### config.mk
export PLATFORM = sky130hd
export DESIGN_NAME = krib_front_flat
export DESIGN_NICKNAME = d
export VERILOG_FILES = /design/src/rtl/assert_macros.svh /design/src/rtl/krib_pkg.sv /design/src/rtl/krib_req_if.sv /design/src/rtl/krib_front.sv /design/src/flat_wrapper.sv
export SDC_FILE = /design/constraint.sdc
export NUM_CORES = 1
export LEC_CHECK = 0
export ABC_AREA = 1
export BUFFER_PORTS_ARGS = -buffer_cell sky130_fd_sc_hd__buf_2
export CAP_MARGIN = 15
export CORE_ASPECT_RATIO = 0.7
export CORE_MARGIN = 2
export CORE_UTILIZATION = 47
export DETAILED_ROUTE_END_ITERATION = 8
export MAX_ROUTING_LAYER = met4
export PLACE_DENSITY = 0.91
export SYNTH_ARGS = -nofsm -noshare
export SYNTH_HDL_FRONTEND = slang
export SYNTH_SLANG_ARGS = --single-unit
### constraint.sdc
create_clock -name vclk -period 3.9
set_input_delay 0 -clock vclk [all_inputs]
set_output_delay 0 -clock vclk [all_outputs]
set_load 0.01 [all_outputs]
### src/rtl/assert_macros.svh
// Assertion macros shared by the keyed record index RTL.
// Depends on nothing; include by bare file name inside a module.
`ifndef ASSERT_MACROS_SVH
`define ASSERT_MACROS_SVH

// same-cycle implication, disabled while reset is low
`define KRIB_ASSERT_IMPLY(label, clk, rst_n, ante, cons) \
	label: assert property (@(posedge clk) disable iff (!rst_n) (ante) |-> (cons)) \
		else $error("krib assertion failed");

// next-cycle implication, disabled while reset is low
`define KRIB_ASSERT_NEXT(label, clk, rst_n, ante, cons) \
	label: assert property (@(posedge clk) disable iff (!rst_n) (ante) |=> (cons)) \
		else $error("krib assertion failed");

`endif

### src/rtl/krib_pkg.sv
// Package for the keyed record index builder/lookup block.
// Field widths, mode/status codes, command kinds and the queued command type.
`timescale 1ns / 1ps

package krib_pkg;

	localparam int MODE_W   = 2;
	localparam int KEY_W    = 8;
	localparam int ITEM_W   = 8;
	localparam int OFS_W    = 32;
	localparam int STATUS_W = 2;
	localparam int IDX_W    = 15;
	localparam int SLOT_FW  = 16;
	localparam int CMDQ_DEPTH = 2;

	localparam logic [MODE_W-1:0] MODE_CLEAR  = 2'd0;
	localparam logic [MODE_W-1:0] MODE_APPEND = 2'd1;
	localparam logic [MODE_W-1:0] MODE_LOOKUP = 2'd2;
	localparam logic [MODE_W-1:0] MODE_UNUSED = 2'd3;

	localparam logic [STATUS_W-1:0] ST_OK        = 2'd0;
	localparam logic [STATUS_W-1:0] ST_NOT_FOUND = 2'd1;
	localparam logic [STATUS_W-1:0] ST_INVALID   = 2'd2;
	localparam logic [STATUS_W-1:0] ST_FULL      = 2'd3;

	typedef enum logic [2:0] {
		K_CLEAR,
		K_APPEND,
		K_REJECT,
		K_LOOKUP,
		K_MISS,
		K_BADMODE
	} kind_t;

	typedef struct packed {
		kind_t               kind;
		logic [SLOT_FW-1:0]  slot;
		logic [KEY_W-1:0]    major_idx;
		logic [KEY_W-1:0]    minor;
		logic [ITEM_W-1:0]   item;
		logic [OFS_W-1:0]    offset;
	} cmd_t;

endpackage

### src/rtl/krib_req_if.sv
// Request channel interface: valid/ready plus the input item fields.
// Depends on krib_pkg.
`timescale 1ns / 1ps

interface krib_req_if import krib_pkg::*; ();
	logic                valid;
	logic                ready;
	logic [MODE_W-1:0]   mode;
	logic [KEY_W-1:0]    group_major;
	logic [KEY_W-1:0]    group_minor;
	logic [ITEM_W-1:0]   item_number;
	logic [OFS_W-1:0]    payload_offset;

	modport source (
		output valid, mode, group_major, group_minor, item_number, payload_offset,
		input  ready
	);
	modport sink (
		input  valid, mode, group_major, group_minor, item_number, payload_offset,
		output ready
	);
endinterface

### src/rtl/krib_front.sv
// Front end: takes request transfers, checks keys, builds the table slot
// and pushes a classified command. Depends on krib_pkg and krib_req_if.
`timescale 1ns / 1ps

module krib_front import krib_pkg::*; #(
	parameter int MAJOR_KEYS = 84,
	parameter int MINOR_KEYS = 152
) (
	krib_req_if.sink   req,
	input  logic       sweep_busy,
	output logic       push_valid,
	input  logic       push_ready,
	output cmd_t       push_data
);

	logic             major_ok;
	logic             minor_ok;
	logic [KEY_W-1:0] maj_idx;
	logic [KEY_W-1:0] min_idx;

	assign req.ready  = push_ready && !sweep_busy;
	assign push_valid = req.valid && !sweep_busy;

	assign major_ok = (req.group_major != '0) && (req.group_major <= KEY_W'(MAJOR_KEYS));
	assign minor_ok = (req.group_minor != '0) && (req.group_minor <= KEY_W'(MINOR_KEYS));
	assign maj_idx  = req.group_major - KEY_W'(1);
	assign min_idx  = req.group_minor - KEY_W'(1);

	always_comb begin
		push_data.slot      = SLOT_FW'(SLOT_FW'(maj_idx) * SLOT_FW'(MINOR_KEYS))
			+ SLOT_FW'(min_idx);
		push_data.major_idx = maj_idx;
		push_data.minor     = req.group_minor;
		push_data.item      = req.item_number;
		push_data.offset    = req.payload_offset;
		unique case (req.mode)
			MODE_CLEAR:  push_data.kind = K_CLEAR;
			MODE_APPEND: push_data.kind = (major_ok && minor_ok) ? K_APPEND : K_REJECT;
			MODE_LOOKUP: push_data.kind = (major_ok && minor_ok) ? K_LOOKUP : K_MISS;
			MODE_UNUSED: push_data.kind = K_BADMODE;
		endcase
	end

endmodule

### src/flat_wrapper.sv
// flat-port wrapper written by rule: the top's interface ports become plain ports
module krib_front_flat import krib_pkg::*;
#(
	parameter int MAJOR_KEYS = 84,
	parameter int MINOR_KEYS = 152
)
  (sweep_busy, push_valid, push_ready, push_data, req_valid, req_mode, req_group_major, req_group_minor, req_item_number, req_payload_offset, req_ready);
  krib_req_if req_i ();
  input  logic sweep_busy;
  output logic push_valid;
  input  logic push_ready;
  output cmd_t push_data;
  input wire logic [$bits(req_i.valid)-1:0] req_valid;
  input wire logic [$bits(req_i.mode)-1:0] req_mode;
  input wire logic [$bits(req_i.group_major)-1:0] req_group_major;
  input wire logic [$bits(req_i.group_minor)-1:0] req_group_minor;
  input wire logic [$bits(req_i.item_number)-1:0] req_item_number;
  input wire logic [$bits(req_i.payload_offset)-1:0] req_payload_offset;
  output wire logic [$bits(req_i.ready)-1:0] req_ready;
  assign req_i.valid = req_valid;
  assign req_i.mode = req_mode;
  assign req_i.group_major = req_group_major;
  assign req_i.group_minor = req_group_minor;
  assign req_i.item_number = req_item_number;
  assign req_i.payload_offset = req_payload_offset;
  assign req_ready = req_i.ready;
  krib_front #(.MAJOR_KEYS(MAJOR_KEYS), .MINOR_KEYS(MINOR_KEYS)) u_core (.req(req_i), .sweep_busy(sweep_busy), .push_valid(push_valid), .push_ready(push_ready), .push_data(push_data));
endmodule
==> flow_summary_export.csv <==
group,metric,value,unit
outcome,run_status,"completed",
floorplanning,floorplan.io_pins,138,
timing,worst_slack,586,ps
setup_path,timing_worst_setup_path_type,"primary input to primary output",
layout,mostFrequentLayoutCell,"nand2_1",
logic_synthesis,synth_cell_type_count,26,
setup_path,crit_chain,"buf_2 -> inv_1 -> ha_1 -> nor2_1 -> nor2_1 -> inv_1 -> ha_1 -> ha_1 -> fa_1 -> xor2_1 -> ha_1 -> nand2_1 -> o211ai_1 -> nand3_2 -> nor2_4 -> xor2_1 -> buf_2",
layout,design.final.nets,414,
power_and_ir_drop,power.static_leakage,1.17,nW
global_routing,grt_max_degree,8,
floorplanning,die_area,4530,um2
layout,seqCellArea,0,um2
timing,setup_total_negative_slack,0,ps
power_and_ir_drop,power-per-cell-area,329,nW/um2
logic_synthesis,synthesis_warnings,0,
routing,drcViolationCount,0,
logic_synthesis,fraction_of_the_mapped_netlist_area_in_simple_logic_gates,32.3,%
power_and_ir_drop,max_ir_drop_vdd,0.126,mV
timing,max_freq,0.302,GHz
routing,dr.first_iter.drc_count,62,
layout,antenna-diode-count,0,
global_routing,grt_usage,17.7,%
logic_synthesis,muxShareOfSynthArea,0,%
logic_synthesis,synthesis.nets,401,
setup_path,critical_path.top_delay_family,"adder cells",
power_and_ir_drop,p_switching,0.000381,W
timing,worst-slew-pin-transition,315,ps
clocking,cts.repair.resized,0,
power_and_ir_drop,sw_frac_of_total,61.6,%
logic_synthesis,xor_xnor_fraction_of_synth_area,8.39,%
floorplanning,die-width,79.6,um
place,dp_slack,581,ps
layout,layout_clock_buffers,0,
routing,wl_per_cell,10.3,um
place,hpwl,3500,um
global_routing,grt_pass1_vias,1564,
timing,rsz0062_at_grt,"false",
layout,drive_above_1_share,24.6,%
floorplanning,initial_utilization,48.5,%
timing,timing.final.max_slew_violations,0,
logic_synthesis,synth-adder-area-share,22.0,%
clocking,cts_setup_buffers,0,
power_and_ir_drop,seq_power_share,0,%
place,placement.io_buffers,58,
place,gp_congestion,0.830,
setup_path,critPathSlowestCell,"fa_1",
power_and_ir_drop,share_clk_of_total_power,0,%
setup_path,critPathMaxFanout,6,
floorplanning,core_area,3870,um2
routing,via_per_inst,4.77,
logic_synthesis,synth_top_family_by_area,"simple AND/OR/NAND/NOR gates",
logic_synthesis,synthCells,310,
routing,number_of_iterations_in_the_first_detailed_routing_pass,4,
floorplanning,core.rowCount,19,
setup_path,worst_ep_required_time,3900,ps
power_and_ir_drop,comb_power_share,100.0,%
global_routing,grt.overflow.total,0,
layout,area_growth_syn_to_layout,0.133,%
hold_path,min-delay-path-class,"primary input to primary output",
setup_path,critPathMaxStageDelay,440,ps
layout,mostFrequentLayoutCells,"62 x nand2_1, 58 x buf_2, 57 x inv_1",
setup_path,critPathCaptureType,"primary output",
power_and_ir_drop,cell_internal_pwr,0.000238,W
global_routing,grt_antenna_before_repair,0,
floorplanning,die_y,56.9,um
timing,post-route-min-period,3310,ps
logic_synthesis,compound_cell_area_share_of_the_yosys_netlist,6.39,%
flow_run,cap_viol_max_count,0,
logic_synthesis,synthesis.area,1880,um2
routing,postRouteWirelength,3840,um
timing,setup_viol_count_final,0,
setup_path,setup.worst_path.start_class,"primary input",
setup_path,worstPathArrival,3310,ps
setup_path,critical_path_buf_inv_count,4,
clocking,cts.hold.buffers_added,0,
logic_synthesis,syn-mean-instance-area,6.06,um2
global_routing,grt_first_pass_wirelength,6630,um
routing,detailroute.via_count,1778,
layout,num_sequential,0,
setup_path,critPathMostFrequentCell,"ha_1",
timing,finalCritPeriodShare,85.0,%
logic_synthesis,synth.yosys.seq_area_share,0,%
timing,relative_slew_margins,78.9,%
timing,finalHoldViolations,0,
routing,postRouteAntennaNets,0,
## area by class of cell
class | count | area (um2)
Multi-Input combinational cell | 203 | 1300
Timing Repair Buffer | 59 | 298
Tap cell | 52 | 65.1
Fill cell | 395 | 1990
Inverter | 59 | 221
## Yosys cell counts, types with 2 or more instances
master	n	area, um2
buf_4	48	360
fa_1	5	100
xnor2_1	2	17.5
nand3_2	4	40.0
o21ai_0	5	25.0
o21bai_1	3	22.5
nand2_2	11	68.8
inv_1	57	214
nand3_1	17	85.1
xor2_1	16	140
a21oi_1	10	50.1
nand4_1	4	25.0
nor2_1	30	113
ha_1	25	313
nand2_1	62	233
## routing by layer
metal	up-vias	track usage, %	routed length [um]
li1	937	-	-
met1	780	25.0	1840
met2	49	28.0	1750
met3	12	1.45	187
met4	0	3.20	59
met5	-	-	0
## path summary, 6_finish.rpt
check / start / end / slack, ps / depth (start not counted)
max: req_group_major[0] / push_data[68] / 590 / 17
min: req_payload_offset[18] / push_data[18] / 0.004 / 0
## logic make-up (layout without fill, tap and decap cells)
kind of cell               after synthesis  count (layout)
and+or+nand+nor                        134             134
buffers and inverters                  107             118
xor gates and xnor gates                18              18
adders and majority gates               30              30
AOI/OAI and AO/OA                       21              21
## power by group through the flow
stage               clock network, W  logic (W)  registers (W)
finish                             0   0.000619              0
global placement                   0   0.000605              0
detailed placement                 0   0.000621              0
CTS                                0   0.000624              0
global route                       0   0.000704              0
floorplan                          0   0.000494              0
## metrics by stage
stage          hold WS [ps]  total power, W  utilization, %  cell area (um2)  std cells
6_report            0.00351        0.000619            48.6             1880        373
5_1_grt              0.0150        0.000704            48.6             1880        373
4_1_cts              0.0686        0.000624            48.6             1880        373
3_5_place_dp         0.0686        0.000621            48.6             1880        373
3_3_place_gp         0.0686        0.000605            48.6             1880        373
2_1_floorplan          47.5        0.000494               -             1880        310
No activity file was read; power rests on OpenSTA's default activity.
