[src/rtl/assert_macros.svh]
// Assertion macros shared by the keyed record index RTL.
// Depends on nothing; include by bare file name inside a module.
`ifndef ASSERT_MACROS_SVH
`define ASSERT_MACROS_SVH

// same-cycle implication, disabled while reset is low
`define KRIB_ASSERT_IMPLY(label, clk, rst_n, ante, cons) \
	label: assert property (@(posedge clk) disable iff (!rst_n) (ante) |-> (cons)) \
		else $error("krib assertion failed");

// next-cycle implication, disabled while reset is low
`define KRIB_ASSERT_NEXT(label, clk, rst_n, ante, cons) \
	label: assert property (@(posedge clk) disable iff (!rst_n) (ante) |=> (cons)) \
		else $error("krib assertion failed");

`endif

[src/rtl/krib_pkg.sv]
// Package for the keyed record index builder/lookup block.
// Field widths, mode/status codes, command kinds and the queued command type.
`timescale 1ns / 1ps

package krib_pkg;

	localparam int MODE_W   = 2;
	localparam int KEY_W    = 8;
	localparam int ITEM_W   = 8;
	localparam int OFS_W    = 32;
	localparam int STATUS_W = 2;
	localparam int IDX_W    = 15;
	localparam int SLOT_FW  = 16;
	localparam int CMDQ_DEPTH = 2;

	localparam logic [MODE_W-1:0] MODE_CLEAR  = 2'd0;
	localparam logic [MODE_W-1:0] MODE_APPEND = 2'd1;
	localparam logic [MODE_W-1:0] MODE_LOOKUP = 2'd2;
	localparam logic [MODE_W-1:0] MODE_UNUSED = 2'd3;

	localparam logic [STATUS_W-1:0] ST_OK        = 2'd0;
	localparam logic [STATUS_W-1:0] ST_NOT_FOUND = 2'd1;
	localparam logic [STATUS_W-1:0] ST_INVALID   = 2'd2;
	localparam logic [STATUS_W-1:0] ST_FULL      = 2'd3;

	typedef enum logic [2:0] {
		K_CLEAR,
		K_APPEND,
		K_REJECT,
		K_LOOKUP,
		K_MISS,
		K_BADMODE
	} kind_t;

	typedef struct packed {
		kind_t               kind;
		logic [SLOT_FW-1:0]  slot;
		logic [KEY_W-1:0]    major_idx;
		logic [KEY_W-1:0]    minor;
		logic [ITEM_W-1:0]   item;
		logic [OFS_W-1:0]    offset;
	} cmd_t;

endpackage

[src/rtl/krib_cmd_fifo.sv]
// Short command queue between front and back ends.
// Depends on krib_pkg (cmd_t, CMDQ_DEPTH).
`timescale 1ns / 1ps

module krib_cmd_fifo import krib_pkg::*; (
	input  logic clk,
	input  logic arst_n,
	input  logic push_valid,
	output logic push_ready,
	input  cmd_t push_data,
	output logic pop_valid,
	input  logic pop_ready,
	output cmd_t pop_data
);

	localparam int PTR_W = (CMDQ_DEPTH > 1) ? $clog2(CMDQ_DEPTH) : 1;
	localparam int CNT_W = $clog2(CMDQ_DEPTH + 1);

	cmd_t             mem_q [CMDQ_DEPTH];
	logic [PTR_W-1:0] wr_ptr_q;
	logic [PTR_W-1:0] rd_ptr_q;
	logic [CNT_W-1:0] fill_q;
	logic             push_fire;
	logic             pop_fire;

	assign push_ready = fill_q != CNT_W'(CMDQ_DEPTH);
	assign pop_valid  = fill_q != '0;
	assign pop_data   = mem_q[rd_ptr_q];
	assign push_fire  = push_valid && push_ready;
	assign pop_fire   = pop_valid && pop_ready;

	always_ff @(posedge clk) begin
		if (push_fire) begin
			mem_q[wr_ptr_q] <= push_data;
		end
	end

	always_ff @(posedge clk or negedge arst_n) begin
		if (!arst_n) begin
			wr_ptr_q <= '0;
			rd_ptr_q <= '0;
			fill_q   <= '0;
		end else begin
			if (push_fire) begin
				wr_ptr_q <= (wr_ptr_q == PTR_W'(CMDQ_DEPTH - 1)) ? '0 : wr_ptr_q + PTR_W'(1);
			end
			if (pop_fire) begin
				rd_ptr_q <= (rd_ptr_q == PTR_W'(CMDQ_DEPTH - 1)) ? '0 : rd_ptr_q + PTR_W'(1);
			end
			if (push_fire && !pop_fire) begin
				fill_q <= fill_q + CNT_W'(1);
			end else if (pop_fire && !push_fire) begin
				fill_q <= fill_q - CNT_W'(1);
			end
		end
	end

endmodule

[config.mk]
export PLATFORM = sky130hd
export DESIGN_NAME = krib_cmd_fifo
export DESIGN_NICKNAME = d
export VERILOG_FILES = /design/src/rtl/assert_macros.svh /design/src/rtl/krib_pkg.sv /design/src/rtl/krib_cmd_fifo.sv
export SDC_FILE = /design/constraint.sdc
export NUM_CORES = 1
export LEC_CHECK = 0
export BUFFER_PORTS_ARGS = -buffer_cell sky130_fd_sc_hd__buf_2
export CAP_MARGIN = 20
export CORE_ASPECT_RATIO = 0.7
export CORE_MARGIN = 2
export CORE_UTILIZATION = 35
export CTS_CLUSTER_SIZE = 24
export DETAILED_ROUTE_END_ITERATION = 8
export PLACE_DENSITY_LB_ADDON = 0.05
export SLEW_MARGIN = 20
export SYNTH_ARGS = -nofsm -noshare
export SYNTH_HDL_FRONTEND = slang
export SYNTH_SLANG_ARGS = --single-unit
[constraint.sdc]
create_clock -name clk -period 6.3 [get_ports clk]
set_clock_uncertainty 0.05 [all_clocks]
set_input_delay 0.315 -clock clk [delete_from_list [all_inputs] [get_ports clk]]
set_output_delay 0.315 -clock clk [all_outputs]
set_load 0.02 [all_outputs]
==> impl_metrics.tcl, run 1 <==
set metrics [dict create \
    status "complete, no violations" \
    wl_per_cell_um 16.1 \
    cts_tree "built" \
    first_pass_iters 4 \
    rsz0062_at_grt "no" \
    setup_ws_ps 3410 \
    register_area_um2 4610 \
    grt_remaining_overflow 0 \
    r2r-end "mem_q[0][73]" \
    die_h_um 111 \
    place_congestion 0.691 \
    crit_chain "buf_4, mux2_2, buf_2" \
    switching_share_pct 31.7 \
    place_ws_ps 3610 \
    setup_viol 0 \
    holdCritPathClass "input port to register" \
    fin_crit_sh_pct 45.9 \
    worst_setup_path_start_kind "register" \
    fin_tns_setup_ps 0 \
    critPathMaxFanout 42 \
    viasPerCell 4.29 \
    min_to "mem_q[1][11]" \
    hold_viol 0 \
    grt_antenna_before_repair 2 \
    cp.required_ps 5930 \
    grt_max_degree 43 \
    insertion_delay_ps 410 \
    syn-num-nets 331 \
    whs_path_depth 1 \
    power_frac_seq_pct 41.2 \
    p_int_mw 2.50 \
    fillers 1440 \
    antenna_left 0 \
    cp_top_family "buffers and inverters" \
    cp_data_arrival_time_ps 2520 \
    relSlewSlack_pct 51.3 \
    pin_count 156 \
    synth_xor_area_share_pct 0.760 \
    dp_hpwl_mm 6.78 \
    p_leak_nw 2.87 \
    postSynthAreaPerCell_um2 23.0 \
    combinationalPowerShare_pct 32.5 \
    switching_power_mw 1.16 \
    grt_pass1_wl_mm 15.8 \
    r2r_slack_ps 4210 \
    yosys_warnings 0 \
    synth_cell_types 16 \
    period_needed_ps 2890 \
    finalPower_mw 3.66 \
    die-area_um2 17500 \
    worstHoldStart "push_data[11]" \
    clock-sinks 154 \
    syn_area_um2 5760 \
    synthMuxAreaShare_pct 17.3 \
    pwr-share-clk_pct 26.2 \
    yosys.area_share.simple_pct 0.586 \
    path_clk_slew_ps 60 \
    num_rows 39 \
    area_growth_pct 28.6 \
    start_util_pct 35.6 \
    grt_pass1_vias 3028 \
    worst_setup_path_end_kind "output pin" \
    slew_viol_final 0 \
    critical_path_class "register to output pin" \
    numCtsBuffers 17 \
    fp.dieW_um 157 \
    yosysSeqAreaShare_pct 79.9 \
    max_stage_delay_ps 810 \
    reg2reg_depth 4 \
    htreeDepth 4 \
    yosys.area_share.adder_pct 0.217 \
    post_cts_resized 0 \
    cts-root-buf "clkbuf_16" \
    postCtsSetupRepairBufs 0 \
    drv_cap 0 \
    drive_gt1_share_pct 61.4 \
    final_area_um2 7410 \
    crit_path_start "rd_ptr_q" \
    drc 0 \
    core-area_um2 16200 \
    io_buffers 155 \
    synth-compound-area-share_pct 0 \
    worst_pin_slew_ps 731 \
    multi_input_area_um2 1100 \
    vias 2835 \
    r2r-start "fill_q[0]" \
    fmax_mhz 346 \
    synth-seq-cells 154 \
    cts_max_path_buffers 2 \
    syn_inst 251 \
    placed_area_um2 6810 \
    power.density_nw_per_um2 494 \
    crit_buf_inv 2 \
    nets 502 \
    synth_top_family_by_area "multiplexers" \
    grt_usage_pct 12.5 \
    cpMaxStageDelayCell "dfrtp_4" \
    drt_iter0_markers 189 \
    peakVddDrop_uv 194 \
    finalWirelength_mm 10.7 \
]
[per-layer routing]
layer	global-route usage, %	share of wire [%]	vias to the layer above
met1	15.4	45	1392
li1	-	-	1335
met3	6.31	8.2	10
met2	19.2	45	96
met5	0	0.10	-
met4	4.00	0.89	2
[how the worst max path moves through the flow]
stage              endpoint  slack, ps  depth (start not counted)
6_report       pop_data[53]       3410                          3
5_1_grt        pop_data[45]       3240                          3
4_1_cts        pop_data[45]       3320                          3
3_5_place_dp    mem_q[0][2]       3610                          4
3_3_place_gp    mem_q[0][1]       3620                          4
2_1_floorplan   mem_q[0][0]       1810                          3
[synthesized netlist by cell type, drive strengths merged]
| master | number | area (µm²) |
|---|---|---|
| edfxtp | 150 | 4500 |
| ha | 1 | 12.5 |
| or2 | 1 | 6.26 |
| nand2b | 1 | 6.26 |
| nand2 | 2 | 7.51 |
| nor2 | 2 | 7.51 |
| dfrtp | 4 | 100 |
| xor2 | 2 | 17.5 |
| inv | 1 | 3.75 |
| mux2 | 75 | 995 |
| buf | 8 | 67.6 |
| and3 | 1 | 6.26 |
| xnor2 | 3 | 26.3 |
[placed cells by master (no fill, tap or decap)]
| cell | Yosys | final |
|---|---|---|
| buf_2 | 3 | 155 |
| edfxtp_1 | 150 | 150 |
| mux2_4 | 40 | 40 |
| mux2_2 | 35 | 35 |
| clkbuf_16 | 0 | 17 |
| clkinv_2 | 0 | 5 |
| xnor2_1 | 3 | 3 |
| clkbuf_1 | 0 | 3 |
| clkinvlp_4 | 0 | 3 |
| dfrtp_1 | 4 | 3 |
| nand2_1 | 2 | 2 |
| xor2_1 | 2 | 2 |
| bufinv_16 | 0 | 2 |
| buf_16 | 0 | 2 |
| buf_4 | 1 | 2 |
| diode_2 | 0 | 1 |
| nand2b_1 | 1 | 1 |
| inv_1 | 1 | 1 |
| or2_2 | 1 | 1 |
| and3_4 | 0 | 1 |
| nor2_4 | 0 | 1 |
| nor2_1 | 2 | 1 |
| ha_1 | 1 | 1 |
| inv_6 | 0 | 1 |
| clkinv_4 | 0 | 1 |
| dlygate4sd3_1 | 0 | 1 |
| dfrtp_4 | 0 | 1 |
[worst register-to-register path, delay by kind of cell (launching register included)]
| family | cells | cell delay (ps) |
|---|---|---|
| DFF | 1 | 400 |
| buffers and inverters | 1 | 580 |
| and+or+nand+nor | 3 | 700 |
[area by class of cell]
cell class	instances	area share, %
Clock inverter	12	1.69
Antenna cell	1	0.0338
Sequential cell	154	62.2
Timing Repair Buffer	160	11.5
Clock buffer	20	5.89
Multi-Input combinational cell	88	14.8
Inverter	1	0.0506
Tap cell	225	3.80
[power by group through the flow]
stage / registers (mW) / logic (mW) / clock network (mW)
final: 1.51 / 1.19 / 0.961
after global routing: 1.54 / 1.27 / 1.03
after CTS: 1.52 / 1.21 / 0.992
after detailed placement: 1.54 / 1.20 / 0
after global placement: 1.53 / 1.19 / 0
after floorplan: 1.49 / 0.901 / 0
[sequential cells by signal (all words and copies together), names as in the netlist]
register / count
fill_q: 2
wr_ptr_q: 1
mem_q: 150
rd_ptr_q: 1
[cell families (layout without fill, tap and decap cells)]
family                   Yosys count  after routing
AND/OR/NAND/NOR                    7              7
buffers and inverters              9            193
flip-flops                       154            154
XOR/XNOR                           5              5
other                              0              1
adder cells (fa/ha/maj)            1              1
multiplexers                      75             75
[stage by stage]
| stage | util [%] | hold WS [ps] | instances |
|---|---|---|---|
| 6_report | 45.7 | 36.9 | 661 |
| 3_5_place_dp | 42.0 | 76.1 | 626 |
| 4_1_cts | 45.6 | 14.5 | 659 |
| 3_3_place_gp | 41.9 | 76.1 | 625 |
| 5_1_grt | 45.7 | 13.2 | 660 |
| 2_1_floorplan | - | -30.6 | 251 |
[timing repair]
item	in CTS	in global routing
hold buffers	1	0
hold endpoints to repair	4	0
endpoints found under the setup margin	0	0
(Power assumes the default switching activity.)
==> inputs of run 2 (changes only) <==
--- a/config.mk
+++ b/config.mk
@@ -5,6 +5,7 @@
 export SDC_FILE = /design/constraint.sdc
 export NUM_CORES = 1
 export LEC_CHECK = 0
+export ABC_AREA = 1
 export BUFFER_PORTS_ARGS = -buffer_cell sky130_fd_sc_hd__buf_2
 export CAP_MARGIN = 20
 export CORE_ASPECT_RATIO = 0.7
==> constraint.sdc (replaced) <==
create_clock -name clk -period 2.92 [get_ports clk]
set_clock_uncertainty 0.05 [all_clocks]
set_input_delay 0.146 -clock clk [delete_from_list [all_inputs] [get_ports clk]]
set_output_delay 0.146 -clock clk [all_outputs]
set_load 0.02 [all_outputs]
==> impl_metrics.tcl, run 2 <==
set metrics [dict create \
    cts_max_path_buffers 2 \
    cts_tree "built" \
    crit_buf_inv 2 \
    regMostFlops "mem_q" \
    worst_pin_slew_ps 865 \
    grt_pass1_wl_mm 18.8 \
    grt_remaining_overflow 0 \
    slew_viol_final 0 \
    die-area_um2 17300 \
    use_met3_pct 6.29 \
    setup_ws_ps 781 \
    insertion_delay_ps 410 \
    fp.dieW_um 156 \
    critical_path_class "register to output pin" \
    worst_setup_path_start_kind "register" \
    r2r-end "mem_q[0][31]" \
    holdCritPathClass "input port to asynchronous set/reset pin" \
    switching_share_pct 35.6 \
    first_pass_iters 4 \
    postSynthAreaPerCell_um2 13.5 \
    cpMaxStageDelayCell "buf_4" \
    finalPower_mw 8.30 \
    place_congestion 0.717 \
    p_leak_nw 3.48 \
    r2r-start "fill_q[0]" \
    grt_max_degree 77 \
    fmax_mhz 467 \
    reg.largest.list "mem_q: 150 flops, fill_q: 2 flops" \
    finalWirelength_mm 12.5 \
    final_cell_mix "nand2_1, buf_2, edfxtp_1" \
    grt_antenna_before_repair 0 \
    grt_util_met1_pct 18.5 \
    synth_cell_types 14 \
    crit_path_frequent_cell "nand2_1" \
    viasPerCell 4.33 \
    yosysTopAreaCellShare_pct 79.1 \
    combinationalPowerShare_pct 34.1 \
    num_rows 38 \
    status "complete, no violations" \
    hold_viol 0 \
    worst_setup_path_end_kind "output pin" \
    largest_reg_flops 150 \
    max_stage_delay_ps 670 \
    synth-main-ff-cell "edfxtp_1" \
    nets 741 \
    grt_pass1_vias 3676 \
    post-synth-top-area-cell "edfxtp_1" \
    yosys_warnings 0 \
    drc 0 \
    period_needed_ps 2140 \
    clock-sinks 154 \
    wl_per_cell_um 14.3 \
    synth.most_common_cell "nand2_1" \
    dp_hpwl_mm 7.11 \
    htreeDepth 4 \
    syn-num-nets 501 \
    start_util_pct 36.3 \
    cts-root-buf "clkbuf_16" \
    reg2reg_depth 5 \
    area_growth_pct 41.7 \
    peakVddDrop_uv 607 \
    drt_iter0_markers 247 \
    p_int_mw 5.35 \
    syn_inst 421 \
    die_h_um 111 \
    numCtsBuffers 17 \
    grt_usage_pct 14.5 \
    top_usage_layer "met2" \
    use_met2_pct 23.1 \
    crit_chain "buf_4, nand2_1, nand2_1, buf_2" \
    fin_crit_sh_pct 73.3 \
    postCtsSetupRepairBufs 0 \
    pin_count 156 \
    antenna_left 0 \
    critPathMaxFanout 76 \
    power_frac_seq_pct 37.8 \
    layout_commonest_cell "nand2_1" \
    syn_area_um2 5690 \
    io_buffers 155 \
    place_ws_ps 1130 \
    cp_top_family "buffers and inverters" \
    rsz0062_at_grt "no" \
    synthArstFlopShare_pct 2.60 \
    hold_ws_ps 55.2 \
    drv_cap 0 \
    synth_edf_count 150 \
    synth_area_leaders "edfxtp_1, nand2_1, dfrtp_1" \
    vias 3784 \
    setup_viol 0 \
    cp.required_ps 2720 \
    post_cts_resized 0 \
    path_clk_slew_ps 60 \
    diodes 0 \
    synth-seq-cells 154 \
    r2r_slack_ps 1150 \
    cts_hold_buf 77 \
    cp_data_arrival_time_ps 1940 \
    pwr-share-clk_pct 28.1 \
    switching_power_mw 2.96 \
    yosysSeqAreaShare_pct 80.9 \
    drive_gt1_share_pct 28.8 \
    core-area_um2 15700 \
    yosys-top-cells-count "nand2_1, edfxtp_1, buf_2" \
    power.density_nw_per_um2 1030 \
    relSlewSlack_pct 42.3 \
]
run 2: worst max path at each step:
| stage | start | endpoint | slack, ps | cells after the start |
|---|---|---|---|---|
| after floorplan | fill_q[0] | mem_q[0][0] | -290 | 4 |
| after global placement | fill_q[0] | mem_q[0][26] | 1170 | 5 |
| after detailed placement | fill_q[0] | mem_q[0][11] | 1130 | 5 |
| after CTS | rd_ptr_q | pop_data[9] | 700 | 4 |
| after global routing | rd_ptr_q | pop_data[9] | 600 | 4 |
| final | rd_ptr_q | pop_data[9] | 780 | 4 |
run 2: worst register-to-register path, stage by stage (launching register included):
cell     delay [ps]
dfrtp_1         380
inv_1            80
nand2_1          80
nand2_1         170
nor2_4          130
buf_4           500
run 2: layout make-up:
| cell class | count | area (µm²) |
|---|---|---|
| inverters | 7 | 26.3 |
| repair buffers | 238 | 1600 |
| multi-input cells | 243 | 951 |
| flip-flops and latches | 154 | 4610 |
| clock inverters | 14 | 203 |
| fillers | 1396 | 7620 |
| clock buffers | 18 | 429 |
| well taps | 200 | 250 |
run 2: kinds of logic (layout without fill, tap and decap cells):
logic type	Yosys count	after routing	synth area share (%)
simple gates	240	240	15.9
xor+xnor	2	2	0.308
fa+ha+maj	1	1	0.220
flops	154	154	80.9
buf+inv	24	277	2.70
run 2: power by group through the flow:
stage / sequential, mW / combinational (mW) / clock (mW)
finish: 3.13 / 2.83 / 2.34
global route: 3.17 / 3.11 / 2.49
CTS: 3.14 / 2.91 / 2.39
detailed placement: 3.18 / 2.83 / 0
global placement: 3.17 / 2.81 / 0
floorplan: 3.18 / 1.86 / 0
run 2: stage by stage:
stage / utilization (%) / instance area, µm² / TNS (ps) / instances
after floorplan: - / 5700 / -43940 / 421
after global placement: 42.5 / 6670 / 0 / 765
after detailed placement: 42.5 / 6670 / 0 / 765
after CTS: 51.4 / 8070 / 0 / 874
after global routing: 51.4 / 8070 / 0 / 874
final: 51.4 / 8070 / 0 / 874
run 2: routing by layer:
metal,vias to the layer above,share of wire (%)
li1,1893,-
met1,1771,46
met2,114,46
met3,6,7.4
met4,0,0.62
met5,-,0
==> inputs of run 3 (changes only) <==
==> constraint.sdc (replaced) <==
create_clock -name clk -period 2.17 [get_ports clk]
set_clock_uncertainty 0.05 [all_clocks]
set_input_delay 0.1085 -clock clk [delete_from_list [all_inputs] [get_ports clk]]
set_output_delay 0.1085 -clock clk [all_outputs]
set_load 0.02 [all_outputs]
==> impl_metrics.tcl, run 3 (synthesized netlist as in run 2, its figures left out) <==
set metrics [dict create \
    status "complete, no violations" \
    critical_path_class "register to output pin" \
    core-area_um2 15700 \
    insertion_delay_ps 410 \
    cp_data_arrival_time_ps 1740 \
    wl_per_cell_um 14.1 \
    clock-sinks 154 \
    first_pass_iters 4 \
    cp.required_ps 2010 \
    antenna_left 0 \
    max_stage_delay_ps 460 \
    htreeDepth 4 \
    place_ws_ps 497 \
    io_buffers 155 \
    reg2reg_depth 5 \
    holdCritPathClass "input port to register" \
    drt_iter0_markers 162 \
    pin_count 156 \
    nets 745 \
    die-area_um2 17300 \
    period_needed_ps 1900 \
    finalWirelength_mm 12.4 \
    cts-root-buf "clkbuf_16" \
    grt_pass1_vias 3775 \
    num_rows 38 \
    worst_setup_path_start_kind "register" \
    setup_ws_ps 268 \
    r2r_slack_ps 520 \
    fmax_mhz 526 \
    cts_tree "built" \
    numCtsBuffers 17 \
    regMostFlops "mem_q" \
    whs_path_depth 2 \
    path_clk_slew_ps 60 \
    power.density_nw_per_um2 1340 \
    dp_hpwl_mm 7.27 \
    vias 3753 \
    grt_max_degree 77 \
    slew_viol_final 0 \
    stdcell_count 878 \
    finalPower_mw 10.8 \
    worst_pin_slew_ps 541 \
    drive_gt1_share_pct 28.9 \
    drv_cap 0 \
    cpMaxStageDelayCell "buf_4" \
    worst_setup_path_end_kind "output pin" \
    place_congestion 0.719 \
    start_util_pct 36.3 \
    crit_chain "inv_2, buf_4, nand2_1, nand2_1, buf_2" \
    final_cell_mix "nand2_1, buf_2, edfxtp_1" \
    critPathMaxFanout 46 \
    hold_ws_ps 364 \
    grt_remaining_overflow 0 \
    largest_reg_flops 150 \
    grt_pass1_wl_mm 19.2 \
    setup_viol 0 \
    fin_crit_sh_pct 87.6 \
    crit_path_frequent_cell "nand2_1" \
    relSlewSlack_pct 64.0 \
    area_growth_pct 41.6 \
    hold_viol 0 \
    fp.dieW_um 156 \
    layout_commonest_cell "nand2_1" \
    rsz0062_at_grt "no" \
    postCtsSetupRepairBufs 0 \
    die_h_um 111 \
    peakVddDrop_uv 752 \
    post_cts_resized 0 \
    diodes 0 \
    p_leak_nw 3.46 \
    grt_usage_pct 14.8 \
    reg.largest.list "mem_q: 150 flops, fill_q: 2 flops" \
    viasPerCell 4.27 \
    placed_cells_incl_taps 767 \
    drc 0 \
    grt_antenna_before_repair 0 \
    cts_max_path_buffers 2 \
]
run 3: cell types whose count changed in the layout (fill, tap and decap cells not counted):
cell	delta
nand2_4	+2
inv_2	+1
buf_12	+3
bufinv_16	-4
clkinv_2	-2
clkinv_1	+2
buf_4	-1
inv_1	-1
clkbuf_1	+1
clkinvlp_4	+2
nand2_1	-2
inv_6	+1
dlygate4sd3_1	+2
run 3: worst paths after layout:
| check | startpoint | endpoint |
|---|---|---|
| worst max register to register | fill_q[0] | mem_q[0][27] |
| worst min register to register | fill_q[0] | fill_q[0] |
| worst min-delay path | push_data[39] | mem_q[0][39] |
| max in group asynchronous | arst_n | rd_ptr_q |
| min in group asynchronous | arst_n | wr_ptr_q |
| worst max-delay path | rd_ptr_q | pop_data[65] |
run 3: where the power goes:
part	internal, mW	switching [mW]	total (mW)
Sequential	4.06	0.160	4.22
Combinational	1.17	2.72	3.89
Clock	1.56	1.12	2.68
Total	6.79	4.00	10.8
run 3: cell type report:
cell class,count,area (µm²)
clock buffers,19,433
clock inverters,13,104
fillers,1361,7630
inverters,7,26.3
multi-input cells,243,966
flip-flops and latches,154,4610
well taps,200,250
repair buffers,242,1680
run 3: through the flow:
step,util [%],cell area (µm²),setup TNS (ps)
final,51.4,8060,0
after global routing,51.4,8060,0
after CTS,51.4,8060,0
after detailed placement,42.9,6730,0
after global placement,42.9,6730,0
after floorplan,-,5720,-6080
run 3: worst max-delay path: cells and delay by family, from the launching register on:
kind | cells | cell delay (ps)
buf+inv | 3 | 690
flops | 1 | 420
simple gates | 2 | 210
run 3: layer usage:
| metal | global-route usage (%) | vias up | share of wire [%] |
|---|---|---|---|
| li1 | - | 1907 | - |
| met1 | 18.3 | 1731 | 46 |
| met2 | 23.8 | 103 | 47 |
| met3 | 5.98 | 12 | 6.7 |
| met4 | 4.59 | 0 | 1.0 |
| met5 | 0 | - | 0 |
run 3: timing repair:
item	4_1_cts	5_1_grt
hold buffers	79	0
endpoints found under the hold margin	156	0
setup endpoints to repair	0	0
